`src/rtl/sorted_table_binary_search_assert.svh`:
```
// Assertion macros for the sorted key table.
`ifndef SORTED_TABLE_BINARY_SEARCH_ASSERT_SVH
`define SORTED_TABLE_BINARY_SEARCH_ASSERT_SVH

`ifndef SYNTHESIS
// Checked on every rising clock edge outside reset.
`define STBS_ASSERT(lbl, prop, msg) \
    lbl: assert property (@(posedge i_clk) disable iff (!i_rst_n) prop) else $error(msg);
// Checked on every rising clock edge, reset included.
`define STBS_ASSERT_ALWAYS(lbl, prop, msg) \
    lbl: assert property (@(posedge i_clk) prop) else $error(msg);
`else
`define STBS_ASSERT(lbl, prop, msg)
`define STBS_ASSERT_ALWAYS(lbl, prop, msg)
`endif

`endif

```
`src/rtl/stbs_pkg.sv`:
```
package stbs_pkg;

    localparam int KEY_W      = 32;
    localparam int KIND_W     = 2;
    localparam int POS_W      = 7;
    localparam int ECNT_W     = 8;
    localparam int OUT_DATA_W = 24;

    typedef enum logic [KIND_W-1:0] {
        KIND_INSERT = 2'd0,
        KIND_QUERY  = 2'd1,
        KIND_CLEAR  = 2'd2
    } t_kind;

endpackage

```
`src/rtl/sorted_table_binary_search.sv`:
```
// Insert walks down from the top entry, moving larger keys up, s keys moved (0..count);
//   query makes p midpoint probes (1..log2(TABLE_DEPTH)+1, 8 at depth 128);
//   clear, unused kind, refused insert, insert into an empty table and query of an
//   empty table go straight to the result.
// Throughput: one item at a time, bounded by the single read and write port of the key RAM.
// Reset (i_rst_n low, synchronous) empties the table and drops any pending result beat;
//   the key RAM itself is not cleared, only entries below the count are ever read.
`include "sorted_table_binary_search_assert.svh"

module sorted_table_binary_search #(
    parameter int TABLE_DEPTH = 128
) (
    input  logic                                i_clk,
    input  logic                                i_rst_n,
    // slave side: tuser = kind[1:0]; tdata = key_value[31:0]
    input  logic                                i_s_tvalid,
    output logic                                o_s_tready,
    input  logic [stbs_pkg::KIND_W-1:0]         i_s_tuser,
    input  logic [stbs_pkg::KEY_W-1:0]          i_s_tdata,
    // master side: tdata = found[0], position[7:1], entry_count[15:8],
    //              refused[16], zero fill[23:17]
    output logic                                o_m_tvalid,
    input  logic                                i_m_tready,
    output logic [stbs_pkg::OUT_DATA_W-1:0]     o_m_tdata
);

    localparam int AW = $clog2(TABLE_DEPTH);     // key RAM address
    localparam int CW = $clog2(TABLE_DEPTH + 1); // count 0..TABLE_DEPTH

    // one-hot sequencer
    typedef enum logic [4:0] {
        S_IDLE = 5'b00001,
        S_INS  = 5'b00010,  // walking down, moving larger keys up by one
        S_PUT  = 5'b00100,  // key lands at entry 0
        S_QRY  = 5'b01000,  // one midpoint probe per cycle
        S_OUT  = 5'b10000   // hand result to the output register
    } t_state;

    // key RAM: one write port, one registered read port
    logic signed [stbs_pkg::KEY_W-1:0] mem [TABLE_DEPTH];
    logic signed [stbs_pkg::KEY_W-1:0] r_rdata;
    logic [AW-1:0]                     rd_addr;
    logic                              wr_en;
    logic [AW-1:0]                     wr_addr;
    logic signed [stbs_pkg::KEY_W-1:0] wr_data;

    t_state                            r_state, n_state;
    logic [CW-1:0]                     r_count, n_count;
    logic signed [stbs_pkg::KEY_W-1:0] r_key, n_key;
    logic [AW-1:0]                     r_idx, n_idx;   // insert slot under test
    logic [CW-1:0]                     r_lo, n_lo;     // search window [lo, hi)
    logic [CW-1:0]                     r_hi, n_hi;
    logic [AW-1:0]                     r_mid, n_mid;   // address probed last cycle
    logic                              r_found, n_found;
    logic                              r_refused, n_refused;

    logic                              r_out_valid;
    logic [stbs_pkg::OUT_DATA_W-1:0]   r_out_data;

    logic                              s_acc;
    logic                              out_free;
    logic                              key_eq;
    logic                              key_lt;
    logic                              key_gt;
    logic [CW-1:0]                     q_lo;
    logic [CW-1:0]                     q_hi;
    logic [CW:0]                       q_sum;
    logic [CW:0]                       first_sum;

    assign o_s_tready = (r_state == S_IDLE);
    assign s_acc      = i_s_tvalid && o_s_tready;
    assign out_free   = !r_out_valid || i_m_tready;

    assign key_eq = (r_rdata == r_key);
    assign key_lt = (r_rdata < r_key);
    assign key_gt = (r_rdata > r_key);

    // next search window after a miss; C-style mid = (lo + hi_incl) / 2
    assign q_lo      = key_lt ? (CW'(r_mid) + CW'(1)) : r_lo;
    assign q_hi      = key_lt ? r_hi : CW'(r_mid);
    assign q_sum     = (CW+1)'(q_lo) + (CW+1)'(q_hi) - (CW+1)'(1);
    assign first_sum = (CW+1)'(r_count) - (CW+1)'(1);

    always_comb begin
        n_state   = r_state;
        n_count   = r_count;
        n_key     = r_key;
        n_idx     = r_idx;
        n_lo      = r_lo;
        n_hi      = r_hi;
        n_mid     = r_mid;
        n_found   = r_found;
        n_refused = r_refused;
        rd_addr   = '0;
        wr_en     = 1'b0;
        wr_addr   = '0;
        wr_data   = r_key;

        case (r_state)
            S_IDLE: begin
                if (s_acc) begin
                    n_key     = i_s_tdata;
                    n_found   = 1'b0;
                    n_refused = 1'b0;
                    n_mid     = '0;
                    n_state   = S_OUT;
                    case (i_s_tuser)
                        stbs_pkg::KIND_INSERT: begin
                            if (r_count >= CW'(TABLE_DEPTH)) begin
                                n_refused = 1'b1;
                            end else if (r_count == '0) begin
                                wr_en   = 1'b1;
                                wr_addr = '0;
                                wr_data = i_s_tdata;
                                n_count = r_count + CW'(1);
                            end else begin
                                rd_addr = AW'(r_count - CW'(1));
                                n_idx   = AW'(r_count);
                                n_state = S_INS;
                            end
                        end
                        stbs_pkg::KIND_QUERY: begin
                            if (r_count != '0) begin
                                n_lo    = '0;
                                n_hi    = r_count;
                                n_mid   = AW'(first_sum >> 1);
                                rd_addr = AW'(first_sum >> 1);
                                n_state = S_QRY;
                            end
                        end
                        stbs_pkg::KIND_CLEAR: begin
                            n_count = '0;
                        end
                        default: begin
                        end
                    endcase
                end
            end

            // r_rdata holds entry r_idx-1. Writes go to r_idx while the next
            // read is r_idx-2, so the ports never meet on one entry.
            S_INS: begin
                wr_en   = 1'b1;
                wr_addr = r_idx;
                if (key_gt) begin
                    wr_data = r_rdata;
                    n_idx   = r_idx - AW'(1);
                    if (r_idx == AW'(1)) begin
                        n_state = S_PUT;
                    end else begin
                        rd_addr = r_idx - AW'(2);
                    end
                end else begin
                    wr_data = r_key;
                    n_count = r_count + CW'(1);
                    n_state = S_OUT;
                end
            end

            S_PUT: begin
                wr_en   = 1'b1;
                wr_addr = r_idx;
                wr_data = r_key;
                n_count = r_count + CW'(1);
                n_state = S_OUT;
            end

            S_QRY: begin
                if (key_eq) begin
                    n_found = 1'b1;
                    n_state = S_OUT;
                end else begin
                    n_lo    = q_lo;
                    n_hi    = q_hi;
                    if (q_lo < q_hi) begin
                        n_mid   = AW'(q_sum >> 1);
                        rd_addr = AW'(q_sum >> 1);
                    end else begin
                        n_mid   = '0;
                        n_state = S_OUT;
                    end
                end
            end

            S_OUT: begin
                if (out_free) begin
                    n_state = S_IDLE;
                end
            end

            default: begin
                n_state = S_IDLE;
            end
        endcase
    end

    always_ff @(posedge i_clk) begin
        if (wr_en) begin
            mem[wr_addr] <= wr_data;
        end
        r_rdata <= mem[rd_addr];
    end

    always_ff @(posedge i_clk) begin
        if (!i_rst_n) begin
            r_state <= S_IDLE;
            r_count <= '0;
        end else begin
            r_state <= n_state;
            r_count <= n_count;
        end
    end

    always_ff @(posedge i_clk) begin
        r_key     <= n_key;
        r_idx     <= n_idx;
        r_lo      <= n_lo;
        r_hi      <= n_hi;
        r_mid     <= n_mid;
        r_found   <= n_found;
        r_refused <= n_refused;
    end

    // output register: frees the sequencer while a result beat waits
    always_ff @(posedge i_clk) begin
        if (!i_rst_n) begin
            r_out_valid <= 1'b0;
        end else if (r_state == S_OUT && out_free) begin
            r_out_valid <= 1'b1;
        end else if (i_m_tready) begin
            r_out_valid <= 1'b0;
        end
    end

    always_ff @(posedge i_clk) begin
        if (r_state == S_OUT && out_free) begin
            r_out_data <= {7'b0, r_refused, stbs_pkg::ECNT_W'(r_count),
                           stbs_pkg::POS_W'(r_mid), r_found};
        end
    end

    assign o_m_tvalid = r_out_valid;
    assign o_m_tdata  = r_out_data;

    `STBS_ASSERT(a_count_in_range, r_count <= CW'(TABLE_DEPTH), "key count beyond table depth")
    `STBS_ASSERT(a_refuse_only_full, (r_state == S_OUT && r_refused) |-> (r_count == CW'(TABLE_DEPTH)), "insert refused with room left")
    `STBS_ASSERT(a_put_grows, (r_state == S_PUT) |=> (r_count == $past(r_count) + CW'(1)), "insert at entry 0 did not grow the table")
    `STBS_ASSERT(a_window_open, (r_state == S_QRY) |-> (r_lo < r_hi && CW'(r_mid) < r_hi && CW'(r_mid) >= r_lo), "probe outside search window")
    `STBS_ASSERT(a_hit_in_table, (r_state == S_OUT && r_found) |-> (CW'(r_mid) < r_count), "hit reported beyond occupied entries")
    `STBS_ASSERT_ALWAYS(a_reset_idle, !i_rst_n |=> (r_state == S_IDLE && !r_out_valid), "sequencer not idle after reset")

endmodule

```
`config.mk`:
```
export PLATFORM = sky130hd
export DESIGN_NAME = sorted_table_binary_search
export DESIGN_NICKNAME = d
export VERILOG_FILES = /design/src/rtl/stbs_pkg.sv /design/src/rtl/sorted_table_binary_search.sv
export VERILOG_INCLUDE_DIRS = /design/src /design/src/rtl
export SDC_FILE = /design/constraint.sdc
export NUM_CORES = 2
export LEC_CHECK = 0
export BUFFER_PORTS_ARGS = -buffer_cell sky130_fd_sc_hd__buf_2
export CORE_ASPECT_RATIO = 1.75
export CORE_MARGIN = 10
export CORE_UTILIZATION = 45
export CTS_CLUSTER_DIAMETER = 200
export DETAILED_ROUTE_END_ITERATION = 6
export SYNTH_ARGS = -nofsm -noshare
export SYNTH_HDL_FRONTEND = slang
export SYNTH_SLANG_ARGS = --single-unit
export TNS_END_PERCENT = 10
```
`constraint.sdc`:
```
create_clock -name i_clk -period 7.5 [get_ports i_clk]
set_clock_uncertainty 0.1 [all_clocks]
set_input_delay 0 -clock i_clk [delete_from_list [all_inputs] [get_ports i_clk]]
set_output_delay 0 -clock i_clk [all_outputs]
set_load 0.1 [all_outputs]
```
* Word-level counts from Yosys, hierarchy flattened *
Memories as Yosys holds them, arrays and structs flattened. A register that Yosys moved wholly into a read port is not among the register bits.
Index checks and enable logic that the tools add are counted.

operators by class
  $lt $le $gt $ge = 4
  $add $sub $neg = 8
  muxes and demuxes = 69
  equal/unequal tests = 25
  reduce and logical (&&, ||, !) cells = 19

operator list
  kind                                              number
  2-to-1 mux 32 bit                                 5
  2-to-1 mux 7 bit                                  17
  2-to-1 mux 8 bit                                  14
  case mux 32 bit (2 select lines)                  1
  case mux 8 bit (2 select lines)                   3
  2-to-1 mux 5 bit                                  9
  case mux 7 bit (2 select lines)                   3
  equality test 32 bit                              1
  greater-than comparator 32 bit                    1
  < comparator 32 bit                               1
  case mux 5 bit (5 select lines)                   1
  case mux 8 bit (3 select lines)                   1
  case mux 7 bit (3 select lines)                   1
  subtractor 8 x 1 -> 8 bit, second input constant  2
  != test 2 bit, second input constant              7
  subtractor 7 x 1 -> 7 bit, second input constant  2
  != test 3 bit, second input constant              4
  AND reduction 6 bit                               2
  2-to-1 mux 1 bit                                  11
  case mux 5 bit (2 select lines)                   1
  adder 7 x 1 -> 8 bit, second input constant       1
  adder 8 x 1 -> 8 bit, second input constant       1
  adder 8 bit                                       1
  >= comparator 8 bit, second input constant        1
  other kinds (26)                                  34

storage, ports and cells
  memories = 1
  RAM bits = 4096
  logic and storage cells = 137
  input bits = 38
  output and inout port bits = 26
  bits in registers = 95

memory list
  memory  words  bits a word  rd ports  clocked after Yosys merged registers in  wr ports  RTL line                          text
  mem     128    32           1         1                                        1         sorted_table_binary_search.sv:40  logic signed [stbs_pkg::KEY_W-1:0] mem [TABLE_DEPTH];

* Depth between registers and ports, before layout *
  word-level depth = 8
  depth in mapped cells = 36

* Worst setup path after synthesis *
No wires, ideal clock.

  path type = reg-to-reg
  from = register r_state[3]
  to = memory mem[0][0] (netlist name), data pin
  data required time = 6890 ps
  path buffers = 1
  setup slack = -62 ps
  library setup time = 510 ps
  data arrival time = 6951 ps
  stages on the path, launching flop included = 8
  cells stage by stage = dfxtp_1 > nand2b_1 > nor4_1 > nand2_1 > nor4b_1 > clkbuf_1 > a22oi_1 > nand2_1

between the ends
  cells in the longest elaborated chain, start to end = 4
  elaborated cells between the ends (all ways) = 5
  those cells by class = eq/ne: 2; mux: 2; reduce/logical: 1

RTL lines
  element                               RTL line                           text
  from (decl)                           sorted_table_binary_search.sv:47   t_state r_state, n_state;
  from (signal assigned)                sorted_table_binary_search.sv:209  r_state <= n_state;
  equality test 5 x 1 -> 1 bit (*)      sorted_table_binary_search.sv:70   assign o_s_tready = (r_state == S_IDLE);
  via o_s_tready                        sorted_table_binary_search.sv:17   output logic o_s_tready,
  logical AND 1 bit                     sorted_table_binary_search.sv:71   assign s_acc = i_s_tvalid && o_s_tready;
  2-to-1 mux 32 bit                     sorted_table_binary_search.sv:101  if (s_acc) begin
  case mux 32 bit (2 select lines) (*)  sorted_table_binary_search.sv:99   case (r_state)
  via wr_data, one bit                  sorted_table_binary_search.sv:45   logic signed [stbs_pkg::KEY_W-1:0] wr_data;
  to (decl)                             sorted_table_binary_search.sv:40

The timed path passes the listed nets; every way through them passes the cells marked *.

* Worst setup path after layout *
  from = register r_rdata[17] (netlist name), read port of mem
  to = register r_rdata[30] (netlist name), read port of mem

between the ends
  cells in the longest elaborated chain, start to end = 7
  elaborated cells between the ends (all ways) = 12
  those cells by class = add/sub: 2; order compare: 3; eq/ne: 1; mux: 6

RTL lines
  element                                     RTL line                                                            text
  from (decl)                                 sorted_table_binary_search.sv:41                                    logic signed [stbs_pkg::KEY_W-1:0] r_rdata;
  < comparator 32 bit                         sorted_table_binary_search.sv:75                                    assign key_lt = (r_rdata < r_key);
  2-to-1 mux 8 bit, on equally long branches  sorted_table_binary_search.sv:79, sorted_table_binary_search.sv:80
  adder 8 bit                                 sorted_table_binary_search.sv:81                                    assign q_sum = (CW+1)'(q_lo) + (CW+1)'(q_hi) - (CW+1)'(1);
  subtractor 8 x 1 -> 8 bit                   sorted_table_binary_search.sv:81
  2-to-1 mux 7 bit                            sorted_table_binary_search.sv:175                                   if (q_lo < q_hi) begin
  2-to-1 mux 7 bit                            sorted_table_binary_search.sv:169                                   if (key_eq) begin
  case mux 7 bit (3 select lines) (*)         sorted_table_binary_search.sv:99

Mark *: on every way between the ends. The rest lies on a longest branch, timed or not.
A chain may end at the register's enable or synchronous reset.

==> key figures <==
Final layout
  – Post-Layout Cell Count: about 18000
  – Nets@finish: roughly 13000
  – Synth-to-layout area growth: 17.3%
  – Most common cell after layout, fill and taps aside: edfxtp_1
  – Fillers: roughly 31000
  – Finished Core Util: 53.0%
  – Fin area: between 150000 and 200000 um^2
  – Most frequent cells in the layout: 4177 x edfxtp_1, 3151 x nand2_1, 1260 x nand3_1
  – Layout cells sized above 1: between 10% and 20%

Place
  – Cell Area, Placed: around 180000 um^2
  – DP HPWL: approximately 380000 um
  – Gpl congestion: about 0.95
  – Dpl cells: between 15000 and 20000
  – Port-buffer cells: 56

Worst hold path
  – Hold Path Class: in -> reg
  – Worst hold path stage count: 4

Yosys
  – Syn Std Cell Area: 169000 um^2
  – Netlist cell types: approximately 110
  – EDFF count, synth: between 4000 and 5000
  – Yosys reg bits: between 4000 and 5000
  – Ys Warns: 0
  – Asr flop ratio synth: 0%
  – Post-Syn Instances: ~12000
  – Primary FF master, synth: edfxtp_1
  – Mean Syn Cell Area: between 10 and 15 um^2
  – Seq/Total Area, Yosys: 74.9%

Timing
  – Final Setup Violations: 3
  – Fraction of the cycle the final worst path needs: 103%
  – Final hold vios: 0
  – Final setup TNS: -0.351 ns
  – RSZ-0062 raised after global routing: true
  – Worst-margin pin slew: 1.46 ns
  – Fin crit period: 7.73 ns
  – FMAX: about 0.13 GHz
  – Fin. max-slew vios: 0
  – Max-Slew Margin vs Limit: between 1.5 and 2%
  – Worst Setup Slack, final: -0.235 ns

Detailed routing
  – # DRC: 50
  – Drt first pass iters: 7
  – Via count: between 100k and 150k
  – DRT antenna net count: 0
  – DRT iter0 DRCs: around 15000
  – Vias per inst: roughly 6.2
  – Drt total wl: just over 600000 um
  – Avg WL per Cell: around 34 um

Floorplan
  – Core Area: approximately 370000 um^2
  – Initial Utilization: between 40% and 50%
  – I/O pin total: between 60 and 70
  – Die X: 483 um
  – Die area: approximately 400000 um^2
  – Chip height: ~830 um
  – Row count: a little under 300

Power and ir drop
  – Pwr Total: between 60 and 70 mW
  – Worst VDD drop: approximately 0.00028 V
  – Pwr per Cell Area: between 300 and 400 nW/um^2
  – P_leak: roughly 70 nW

Worst setup path
  – R2R Setup Slk: -0.23 ns
  – CP Data Required Time: 7.92 ns
  – Crit end category: flip-flop
  – Crit path max fanout: 18
  – CP arrival: between 8 and 9 ns
  – Kind of critical path: reg -> reg
  – Slowest cell on the critical path: nand4_1
  – Worst reg2reg path depth: 33
  – Critical Path Max Stage Delay: 0.76 ns
  – Crit path top cell by count: buf_4
  – Startpoint Class: flip-flop

Global route
  – Global route total overflow: 0
  – Largest net degree at the start of global routing: roughly 130
  – Gr usage total: 29.9%
  – Initial antenna violation count: 40
  – Vias in the first global route: ~110k
  – First-pass GRT wire length: 856000 um

Clocking
  – Number of CTS-inserted buffers: between 300 and 400
  – Worst-path clk slew: 0.08 ns
  – Root Driver: clkbuf_16
  – TritonCTS clock tree: done
  – Worst-Skew Late Latency: about 0.97 ns
  – Maximum clock insertion buffer count: 4
  – CTS H-Tree Depth: 5
  – Sink Count: about 4200

Job
  – Max cap viols: 1

Run status
  – Status: finished with violations
  – Failing checks: design-rule violations, max-capacitance violations, negative setup slack
==> layer usage <==
layer | vias to the layer above | global-route usage (%) | share of wire, %
met4 | 16 | 22.6 | 9.4
met5 | - | 0 | 0.016
li1 | 47488 | - | -
met3 | 1916 | 5.26 | 9.9
met1 | 58009 | 35.7 | 34
met2 | 7215 | 48.4 | 47
==> what timing repair did <==
action | 4_1_cts | 5_1_grt
gates cloned | 0 | 1
pin swaps | 11 | 28
setup endpoints to repair | 28 | 17
gates resized for setup | 29 | 46
hold endpoints to repair | 205 | 0
buffers inserted | 11 | 29
hold buffers | 77 | 0
==> synthesized netlist by cell type (all sizes together) (52+ instances only) <==
library cell | number | area, um^2
a311oi | 155 | 1360
buf | 652 | 3580
inv | 143 | 537
o21ai | 103 | 538
nand2 | 3189 | 12000
mux2i | 445 | 4470
a32oi | 159 | 1390
clkbuf | 144 | 541
edfxtp | 4177 | 125000
a22oi | 52 | 390
nor2 | 247 | 961
nand3 | 1264 | 6330
ha | 59 | 738
a211oi | 177 | 1330
a21oi | 158 | 802
and3 | 74 | 463
a31oi | 195 | 1220
nand4 | 194 | 1220
nor3 | 54 | 305
==> power by group <==
group | switching [mW] | leakage (nW) | total, mW | internal (mW)
combinational | 12.0 | 25.1 | 18.1 | 6.04
sequential | 0.167 | 38.0 | 27.1 | 26.9
clock | 8.70 | 5.70 | 19.1 | 10.4
total | 20.9 | 68.8 | 64.2 | 43.4
==> sequential cells by signal (all words and copies together), names as in the netlist <==
| name | flops |
|---|---|
| r_rdata | 32 |
| r_state | 5 |
| r_idx | 7 |
| r_refused | 1 |
| o_m_tdata | 17 |
| mem | 4096 |
| r_lo | 8 |
| r_key | 32 |
| r_mid | 7 |
| r_hi | 8 |
| r_count | 8 |
| r_found | 1 |
| o_m_tvalid | 1 |
==> cell families (layout without fill, tap and decap cells) <==
family / after synthesis / count (layout) / synth area share (%)
AOI/OAI and AO/OA: 1298 / 1298 / 5.68
adders and majority gates: 60 / 60 / 0.450
buffers and inverters: 939 / 2198 / 2.76
xor gates and xnor gates: 34 / 34 / 0.177
other: 1 / 38 / 0.00222
DFF: 4223 / 4223 / 74.9
and+or+nand+nor: 5119 / 5120 / 13.1
muxes: 468 / 468 / 2.94
==> critical path: cells and delay by family, from the launching register on <==
kind | cells | cell delay [ns]
compound gates | 8 | 1.14
simple gates | 11 | 2.74
buf+inv | 12 | 2.10
fa+ha+maj | 2 | 0.56
flops | 1 | 0.52
==> path summary, 6_finish.rpt <==
kind                      startpoint                       to
max              r_rdata[17]$_DFF_P_      r_rdata[30]$_DFF_P_
min                       i_s_tvalid        r_found$_DFFE_PP_
max reg2reg      r_rdata[17]$_DFF_P_      r_rdata[30]$_DFF_P_
min reg2reg  r_refused$_SDFFCE_PN0P_  o_m_tdata[16]$_DFFE_PP_
==> through the flow <==
step | setup WS [ns] | hold WS, ns
floorplan | 0.501 | -0.0282
detailed placement | -0.796 | 0.157
global route | -0.229 | 0.0529
CTS | -0.0152 | 0.00622
global placement | -3.15 | 0.158
finish | -0.235 | 0.0246
==> layout make-up <==
| type | count | area [um^2] | area share, % |
|---|---|---|---|
| repair buffers | 1406 | 13500 | 6.83 |
| clock buffers | 436 | 9480 | 4.79 |
| inverters | 143 | 537 | 0.271 |
| well taps | 4933 | 6170 | 3.12 |
| multi-input cells | 6987 | 39500 | 20.0 |
| diodes | 31 | 77.6 | 0.0392 |
| clock inverters | 213 | 2150 | 1.09 |
| flip-flops and latches | 4223 | 126000 | 63.9 |
Note: power is estimated with default switching activity, not from simulation.
